<file path="config.mk">
export PLATFORM = sky130hd
export DESIGN_NAME = name_to_id_table_top_flat
export DESIGN_NICKNAME = d
export VERILOG_FILES = /design/src/hdl/ntid_pkg.sv /design/src/hdl/ntid_ifs.sv /design/src/hdl/ntid_mem.sv /design/src/hdl/ntid_ctrl.sv /design/src/hdl/name_to_id_table_top.sv /design/src/flat_wrapper.sv
export SDC_FILE = /design/constraint.sdc
export NUM_CORES = 2
export LEC_CHECK = 0
export BUFFER_PORTS_ARGS = -buffer_cell sky130_fd_sc_hd__buf_2
export CORE_MARGIN = 4
export CORE_UTILIZATION = 30
export DETAILED_ROUTE_END_ITERATION = 6
export GPL_ROUTABILITY_DRIVEN = 0
export GPL_TIMING_DRIVEN = 0
export PLACE_DENSITY = 0.45
export SYNTH_ARGS = -nofsm -noshare
export SYNTH_HDL_FRONTEND = slang
export SYNTH_SLANG_ARGS = --single-unit
</file>
<file path="constraint.sdc">
create_clock -name clk -period 8.5 [get_ports clk]
set_input_delay 0.85 -clock clk [delete_from_list [all_inputs] [get_ports clk]]
set_output_delay 0.85 -clock clk [all_outputs]
set_load 0.02 [all_outputs]
</file>
<file path="src/hdl/ntid_pkg.sv">
// shared constants, codes and types of the name to id table
package ntid_pkg;

  localparam int ENTRIES_DEF = 32;
  localparam int KEY_W       = 64;
  localparam int ID_W        = 16;
  localparam int CMD_W       = 2;
  localparam int STATUS_W    = 2;

  // request codes
  typedef enum logic [CMD_W-1:0] {
    CMD_REGISTER = 2'd0,
    CMD_LOOKUP   = 2'd1,
    CMD_REVERSE  = 2'd2
  } cmd_t;

  // reply codes
  typedef enum logic [STATUS_W-1:0] {
    ST_OK        = 2'd0,
    ST_NOT_FOUND = 2'd1,
    ST_FULL      = 2'd2
  } status_t;

  // sequencer states
  typedef enum logic [1:0] {
    S_IDLE,
    S_SCAN,
    S_FINISH
  } state_t;

  // table write enables, one per field
  typedef struct packed {
    logic name;
    logic id;
  } wen_t;

endpackage

</file>
<file path="src/hdl/ntid_ifs.sv">
// request and reply channel interfaces of the name to id table

interface ntid_req_if;
  import ntid_pkg::*;

  logic             valid;
  logic             ready;
  logic [CMD_W-1:0] cmd;
  logic [KEY_W-1:0] name_key;
  logic [ID_W-1:0]  task_id;

  modport source (output valid, cmd, name_key, task_id, input ready);
  modport sink (input valid, cmd, name_key, task_id, output ready);
endinterface

interface ntid_rsp_if;
  import ntid_pkg::*;

  logic                valid;
  logic                ready;
  logic [STATUS_W-1:0] status;
  logic [ID_W-1:0]     found_id;
  logic [KEY_W-1:0]    found_name;

  modport source (output valid, status, found_id, found_name, input ready);
  modport sink (input valid, status, found_id, found_name, output ready);
endinterface

</file>
<file path="src/hdl/ntid_mem.sv">
// name and id storage: one write port, one registered read port
module ntid_mem #(
  parameter int ENTRIES = ntid_pkg::ENTRIES_DEF,
  localparam int AW = (ENTRIES > 1) ? $clog2(ENTRIES) : 1
) (
  input  logic                       clk,
  input  logic [AW-1:0]              rd_addr,
  output logic [ntid_pkg::KEY_W-1:0] rd_name,
  output logic [ntid_pkg::ID_W-1:0]  rd_id,
  input  logic [AW-1:0]              wr_addr,
  input  logic [ntid_pkg::KEY_W-1:0] wr_name,
  input  logic [ntid_pkg::ID_W-1:0]  wr_id,
  input  ntid_pkg::wen_t             wen
);
  import ntid_pkg::*;

  logic [KEY_W-1:0] name_store [ENTRIES];
  logic [ID_W-1:0]  id_store   [ENTRIES];

  // write port, fields enabled separately
  always_ff @(posedge clk) begin
    if (wen.name) begin
      name_store[wr_addr] <= wr_name;
    end
    if (wen.id) begin
      id_store[wr_addr] <= wr_id;
    end
  end

  // read port, registered output
  always_ff @(posedge clk) begin
    rd_name <= name_store[rd_addr];
    rd_id   <= id_store[rd_addr];
  end

endmodule

</file>
<file path="src/hdl/ntid_ctrl.sv">
// request sequencer: table scan, read-modify-write and reply register
module ntid_ctrl #(
  parameter int ENTRIES = ntid_pkg::ENTRIES_DEF,
  localparam int AW = (ENTRIES > 1) ? $clog2(ENTRIES) : 1,
  localparam int CW = $clog2(ENTRIES + 1)
) (
  input  logic                       clk,
  input  logic                       rst,
  ntid_req_if.sink                   req,
  ntid_rsp_if.source                 rsp,
  output logic [AW-1:0]              rd_addr,
  input  logic [ntid_pkg::KEY_W-1:0] rd_name,
  input  logic [ntid_pkg::ID_W-1:0]  rd_id,
  output logic [AW-1:0]              wr_addr,
  output logic [ntid_pkg::KEY_W-1:0] wr_name,
  output logic [ntid_pkg::ID_W-1:0]  wr_id,
  output ntid_pkg::wen_t             wen
);
  import ntid_pkg::*;

  localparam logic [CW-1:0] FULL_COUNT = CW'(ENTRIES);

  state_t           state, state_next;
  logic [CW-1:0]    fill, fill_next;
  logic [CW-1:0]    cmp_idx, idx_next;
  logic [CW-1:0]    nxt;
  logic [CMD_W-1:0] cmd_r, cmd_next;
  logic [KEY_W-1:0] key_r, key_next;
  logic [ID_W-1:0]  id_r, id_next;
  status_t          res_status, res_status_next;
  logic [ID_W-1:0]  res_id, res_id_next;
  logic [KEY_W-1:0] res_name, res_name_next;
  logic             out_valid;
  status_t          out_status;
  logic [ID_W-1:0]  out_id;
  logic [KEY_W-1:0] out_name;
  logic             out_load;
  logic             match;
  logic             dec_en;
  logic             dec_hit;
  logic [CMD_W-1:0] dec_cmd;
  logic [KEY_W-1:0] dec_key;
  logic [ID_W-1:0]  dec_id;

  // entry under compare is the one read in the previous cycle
  assign nxt   = cmp_idx + 1'b1;
  assign match = (cmd_r == CMD_REVERSE) ? (rd_id == id_r) : (rd_name == key_r);

  // next state, scan addressing and request outcome
  always_comb begin
    state_next      = state;
    fill_next       = fill;
    idx_next        = cmp_idx;
    cmd_next        = cmd_r;
    key_next        = key_r;
    id_next         = id_r;
    res_status_next = res_status;
    res_id_next     = res_id;
    res_name_next   = res_name;
    out_load        = 1'b0;
    rd_addr         = '0;
    dec_en          = 1'b0;
    dec_hit         = 1'b0;
    dec_cmd         = cmd_r;
    dec_key         = key_r;
    dec_id          = id_r;
    case (state)
      S_IDLE: begin
        dec_cmd = req.cmd;
        dec_key = req.name_key;
        dec_id  = req.task_id;
        if (req.valid) begin
          cmd_next = req.cmd;
          key_next = req.name_key;
          id_next  = req.task_id;
          idx_next = '0;
          if ((req.cmd == CMD_REGISTER || req.cmd == CMD_LOOKUP ||
               req.cmd == CMD_REVERSE) && fill != '0) begin
            state_next = S_SCAN;
          end else begin
            dec_en = 1'b1;
          end
        end
      end
      S_SCAN: begin
        if (nxt < FULL_COUNT) begin
          rd_addr = nxt[AW-1:0];
        end
        idx_next = nxt;
        if (match || nxt == fill) begin
          dec_en  = 1'b1;
          dec_hit = match;
        end
      end
      S_FINISH: begin
        if (!out_valid || rsp.ready) begin
          out_load   = 1'b1;
          state_next = S_IDLE;
        end
      end
      default: begin
        state_next = S_IDLE;
      end
    endcase

    // write back and reply contents once the outcome is known
    wr_addr = fill[AW-1:0];
    wr_name = dec_key;
    wr_id   = dec_id;
    wen     = '0;
    if (dec_en) begin
      state_next      = S_FINISH;
      res_status_next = ST_NOT_FOUND;
      res_id_next     = '0;
      res_name_next   = '0;
      case (dec_cmd)
        CMD_REGISTER: begin
          if (dec_hit) begin
            wr_addr         = cmp_idx[AW-1:0];
            wen.id          = 1'b1;
            res_status_next = ST_OK;
          end else if (fill != FULL_COUNT) begin
            wen.name        = 1'b1;
            wen.id          = 1'b1;
            fill_next       = fill + 1'b1;
            res_status_next = ST_OK;
          end else begin
            res_status_next = ST_FULL;
          end
        end
        CMD_LOOKUP: begin
          if (dec_hit) begin
            res_id_next     = rd_id;
            res_status_next = ST_OK;
          end
        end
        CMD_REVERSE: begin
          if (dec_hit) begin
            res_name_next   = rd_name;
            res_status_next = ST_OK;
          end
        end
        default: begin
        end
      endcase
    end
  end

  // control registers
  always_ff @(posedge clk) begin
    if (rst) begin
      state     <= S_IDLE;
      fill      <= '0;
      out_valid <= 1'b0;
    end else begin
      state <= state_next;
      fill  <= fill_next;
      if (out_load) begin
        out_valid <= 1'b1;
      end else if (rsp.ready) begin
        out_valid <= 1'b0;
      end
    end
  end

  // request, scan and result payload
  always_ff @(posedge clk) begin
    cmd_r      <= cmd_next;
    key_r      <= key_next;
    id_r       <= id_next;
    cmp_idx    <= idx_next;
    res_status <= res_status_next;
    res_id     <= res_id_next;
    res_name   <= res_name_next;
    if (out_load) begin
      out_status <= res_status;
      out_id     <= res_id;
      out_name   <= res_name;
    end
  end

  assign req.ready      = (state == S_IDLE);
  assign rsp.valid      = out_valid;
  assign rsp.status     = out_status;
  assign rsp.found_id   = out_id;
  assign rsp.found_name = out_name;

endmodule

</file>
<file path="src/hdl/name_to_id_table_top.sv">
// name to id table: one request at a time; the next request is not accepted until the reply
// of the previous one is loaded into the output register. a request compares entries in order
// up to the first match, or up to the fill count on a miss; none on an empty table or unused code.
// the single read port of the table memory sets the pace: one entry compared per cycle.
// the reply passes the result and output registers and is held until taken.
// reset clears the fill count and the handshake state; the memory is not cleared.
module name_to_id_table_top #(
  parameter int ENTRIES = ntid_pkg::ENTRIES_DEF
) (
  input logic        clk,
  input logic        rst,
  ntid_req_if.sink   req,
  ntid_rsp_if.source rsp
);
  import ntid_pkg::*;

  localparam int AW = (ENTRIES > 1) ? $clog2(ENTRIES) : 1;

  logic [AW-1:0]    rd_addr;
  logic [KEY_W-1:0] rd_name;
  logic [ID_W-1:0]  rd_id;
  logic [AW-1:0]    wr_addr;
  logic [KEY_W-1:0] wr_name;
  logic [ID_W-1:0]  wr_id;
  wen_t             wen;

  // sequencer
  ntid_ctrl #(
    .ENTRIES(ENTRIES)
  ) u_ctrl (
    .clk    (clk),
    .rst    (rst),
    .req    (req),
    .rsp    (rsp),
    .rd_addr(rd_addr),
    .rd_name(rd_name),
    .rd_id  (rd_id),
    .wr_addr(wr_addr),
    .wr_name(wr_name),
    .wr_id  (wr_id),
    .wen    (wen)
  );

  // table storage
  ntid_mem #(
    .ENTRIES(ENTRIES)
  ) u_mem (
    .clk    (clk),
    .rd_addr(rd_addr),
    .rd_name(rd_name),
    .rd_id  (rd_id),
    .wr_addr(wr_addr),
    .wr_name(wr_name),
    .wr_id  (wr_id),
    .wen    (wen)
  );

endmodule

</file>
<file path="src/flat_wrapper.sv">
// flat-port wrapper written by rule: the top's interface ports become plain ports
module name_to_id_table_top_flat import ntid_pkg::*;
#(
  parameter int ENTRIES = ntid_pkg::ENTRIES_DEF
)
  (clk, rst, req_valid, req_cmd, req_name_key, req_task_id, req_ready, rsp_valid, rsp_status, rsp_found_id, rsp_found_name, rsp_ready);
  ntid_req_if req_i ();
  ntid_rsp_if rsp_i ();
  input logic clk;
  input logic rst;
  input wire logic [$bits(req_i.valid)-1:0] req_valid;
  input wire logic [$bits(req_i.cmd)-1:0] req_cmd;
  input wire logic [$bits(req_i.name_key)-1:0] req_name_key;
  input wire logic [$bits(req_i.task_id)-1:0] req_task_id;
  output wire logic [$bits(req_i.ready)-1:0] req_ready;
  output wire logic [$bits(rsp_i.valid)-1:0] rsp_valid;
  output wire logic [$bits(rsp_i.status)-1:0] rsp_status;
  output wire logic [$bits(rsp_i.found_id)-1:0] rsp_found_id;
  output wire logic [$bits(rsp_i.found_name)-1:0] rsp_found_name;
  input wire logic [$bits(rsp_i.ready)-1:0] rsp_ready;
  assign req_i.valid = req_valid;
  assign req_i.cmd = req_cmd;
  assign req_i.name_key = req_name_key;
  assign req_i.task_id = req_task_id;
  assign req_ready = req_i.ready;
  assign rsp_valid = rsp_i.valid;
  assign rsp_status = rsp_i.status;
  assign rsp_found_id = rsp_i.found_id;
  assign rsp_found_name = rsp_i.found_name;
  assign rsp_i.ready = rsp_ready;
  name_to_id_table_top #(.ENTRIES(ENTRIES)) u_core (.clk(clk), .rst(rst), .req(req_i), .rsp(rsp_i));
endmodule
</file>
==> summary.txt <==
Run status
  • Status: finished, final reports clean

Global routing
  • Vias in the first global route: between 70000 and 80000
  • GR Util All Layers: 22.8%
  • First-pass GRT wire length: 629000 um
  • Initial antenna violation count: 66
  • Largest net degree at the start of global routing: 44
  • Global route total overflow: 0

Place
  • IO Port Bufs: 169
  • HPWL Detailed: approximately 340000 um

Timing
  • Unrepaired setup endpoints after global routing: no
  • Relative slew slack: 2.69%
  • Count of final hold-check violations: 0
  • Final setup violation count: 0
  • Final Max Slew Viols: 0
  • FMAX: 0.139 GHz
  • Skew final: 0.0892 ns
  • Tightest Pin Transition: 1.45 ns
  • Final min period: 7.17 ns
  • Final Cycle Share: 84.4%

Hold path
  • Hold wc startpoint: req_name_key[54]
  • Type of the worst min-delay path: in2reg

Worst setup path
  • Crit-path most repeated cell: buf_6
  • Largest fanout on the critical path: 10
  • Crit. End Element: register
  • R2R Path Start: u_core.u_ctrl.state[0]$_SDFFE_PP0P_
  • WP data required: 9.13 ns
  • Setup crit start: u_core.u_ctrl.state[0]$_SDFFE_PP0P_
  • Worst path cell trace: nor2_1 -> clkbuf_1 -> clkbuf_1 -> mux2i_1 -> ha_1 -> inv_1 -> nor2_1 -> nand4_1 -> o31ai_4 -> mux2i_1 -> nor3_2 -> buf_6 -> buf_6 -> buf_6 -> buf_6 -> buf_6
  • Worst setup path class: reg2reg
  • CP peak stage delay: 0.97 ns
  • Crit-path slowest cell: clkbuf_1
  • Critical Path Start Type: register
  • CP arrival: just under 8 ns

Power
  • Leak: about 41 nW
  • PwrDens: 229 nW/um2
  • Max rail drop VDD: about 0.16 mV
  • Total power: 31.7 mW

Floorplanning
  • Rows: 227
  • I/O pins: 170
  • DIE AREA: 395000 um2
  • Initial core utilization: a little under a third
  • Core Region: approximately 380000 um2
  • Die Wd: about 630 um
  • DIE HEIGHT: approximately 630 um

Route
  • DRT antenna net count: 0
  • Final WL: 467000 um
  • Vias/cell: 5.55
  • Vias: between 70000 and 80000
  • Starting DRT DRC Count: 9111
  • WL per Instance: ~34 um
  • Residual DRC count: 0
  • DRT Pass-1 Iters: 6

Logic synthesis
  • Top post-synthesis cells by area: edfxtp_1 (73%), o211ai_1 (5.9%), or3_1 (3.8%), mux2i_1 (2.5%), nor3_1 (1.7%)
  • Seq cells post-synth: 2901
  • Mapped Area: 116000 um2
  • Synth area leader: edfxtp_1
  • Yosys warnings: 0
  • Syn_nets: 7627
  • Post-synth ARST share: 0%
  • Commonest register cell after synthesis: edfxtp_1
  • Count leader, synth: edfxtp_1
  • Post-synth top area share: 73.0%
  • Count of flip-flops with a built-in enable after synthesis: 2812
  • Register area share after synthesis: 74.6%
  • Syn_area_per_cell: 15.3 um2
  • Synth cell types: 66
  • Post-synth top cells: edfxtp_1 (2812), o211ai_1 (912), or3_1 (695), clkbuf_1 (480), nor3_1 (400)
  • Mapped Cells: 7535

Clocking
  • Post-CTS Resized: 0
  • Number of H-tree levels: 5
  • Num CTS Buffers: 333
  • CTS tree: built
  • Root Driver: clkbuf_16
  • Clock transition at path regs: 0.06 ns
  • Clk_lat worst skew: just under 1 ns
  • Max clock buf depth: 4
  • Post-CTS Setup Repair Bufs: 0
  • Clk sinks: between 2000 and 3000
  • Cts hold-fix bufs: 0

Layout
  • Synth-to-layout area growth: 19.7%
  • Proportion of layout cells with a drive suffix above 1: 14.0%
  • Final nets: around 8300
  • Layout Utilization: 36.1%

Flow run
  • Max Cap Violations: 0
-- per-layer routing --
metal	up-vias	GRT usage (%)	routed length, um
met1	39200	29.1	186000
met3	796	4.44	36800
met4	8	11.2	24100
li1	31900	-	-
met2	3584	36.9	220000
met5	-	0	55
-- area by class of cell --
type / instances / area [um2]
Clock buffer: 429 / 8990
Clock inverter: 182 / 1730
Buffer: 666 / 2740
Tap cell: 5038 / 6300
Multi-Input combinational cell: 3939 / 27500
Antenna cell: 62 / 155
Sequential cell: 2901 / 86200
Fill cell: 36300 / 245000
Timing Repair Buffer: 376 / 4630
Inverter: 29 / 109
-- critical path: cells and delay by family (launching register included) --
kind | cells | cell delay (ns)
adders and majority gates | 1 | 0.33
DFF | 1 | 0.35
and+or+nand+nor | 4 | 1.50
muxes | 2 | 1.24
buffers and inverters | 8 | 2.88
AOI/OAI and AO/OA | 1 | 0.50
-- cells by family (layout without fill, tap and decap cells) --
family | after synthesis | after routing | synth area share [%]
AO/OA/AOI/OAI | 1707 | 1707 | 10.8
XOR/XNOR | 62 | 62 | 0.482
adder cells (fa/ha/maj) | 6 | 6 | 0.0649
buffers and inverters | 695 | 1682 | 2.42
flip-flops | 2901 | 2901 | 74.6
multiplexers | 365 | 365 | 3.24
other | 0 | 62 | 0
AND/OR/NAND/NOR | 1799 | 1799 | 8.38
-- report_power, final --
part	total (mW)	internal (mW)	leakage, nW	switching [mW]
combinational	1.31	0.250	9.83	1.06
clock	14.3	8.28	5.21	5.97
sequential	16.1	16.0	26.2	0.0872
-- cells in the final DEF, fill, tap and decap left out, types with 52 or more instances in the layout --
| cell type | instances |
|---|---|
| and2_1 | 73 |
| clkbuf_16 | 338 |
| buf_6 | 52 |
| o211ai_1 | 912 |
| edfxtp_1 | 2812 |
| or3_1 | 695 |
| nor3_1 | 387 |
| diode_2 | 62 |
| mux2i_1 | 290 |
| nand2_1 | 211 |
| mux2_2 | 74 |
| a31oi_1 | 297 |
| clkinv_1 | 80 |
| clkbuf_1 | 518 |
| and3_1 | 94 |
| a211oi_1 | 93 |
| buf_2 | 312 |
| nor2_1 | 206 |
| dfxtp_1 | 89 |
| buf_12 | 72 |
| a22oi_1 | 114 |
-- state kept, by name (all words and copies together) (netlist names) --
name	count
u_core.u_mem.rd_id	16
u_core.u_mem.name_store	2048
u_core.u_ctrl.rsp.valid	1
u_core.u_ctrl.state	2
u_core.u_ctrl.fill	6
u_core.u_ctrl.key_r	64
u_core.u_ctrl.res_status	2
u_core.u_ctrl.res_id	16
u_core.u_mem.id_store	512
u_core.u_ctrl.cmd_r	2
u_core.u_ctrl.rsp.found_name	64
u_core.u_ctrl.rsp.found_id	16
u_core.u_ctrl.id_r	16
u_core.u_ctrl.cmp_idx	6
u_core.u_ctrl.rsp.status	2
u_core.u_mem.rd_name	64
u_core.u_ctrl.res_name	64
-- metrics by stage --
step	setup slack (ns)	cells	hold slack, ns	setup TNS (ns)	instance area [um2]
floorplan	-0.225	7535	0.400	-91.47	116000
global placement	-10.84	12700	0.408	-	123000
detailed placement	1.69	12900	0.405	0	127000
CTS	1.66	13600	0.0261	0	138000
global route	1.24	13600	0.0553	0	138000
finish	1.33	13600	0.0914	0	138000
-- worst paths after layout --
check	end	slack [ns]	cells past startpoint
worst min register to register	u_core.u_ctrl.rsp.found_name[55]$_DFFE_PP_	0.40	0
worst max register to register	u_core.u_mem.name_store[20][26]$_DFFE_PP_	1.33	16
worst min-delay path	u_core.u_ctrl.key_r[54]$_DFFE_PP_	0.09	1
worst max-delay path	u_core.u_mem.name_store[20][26]$_DFFE_PP_	1.33	16
Power figures use the tool's default switching activity.
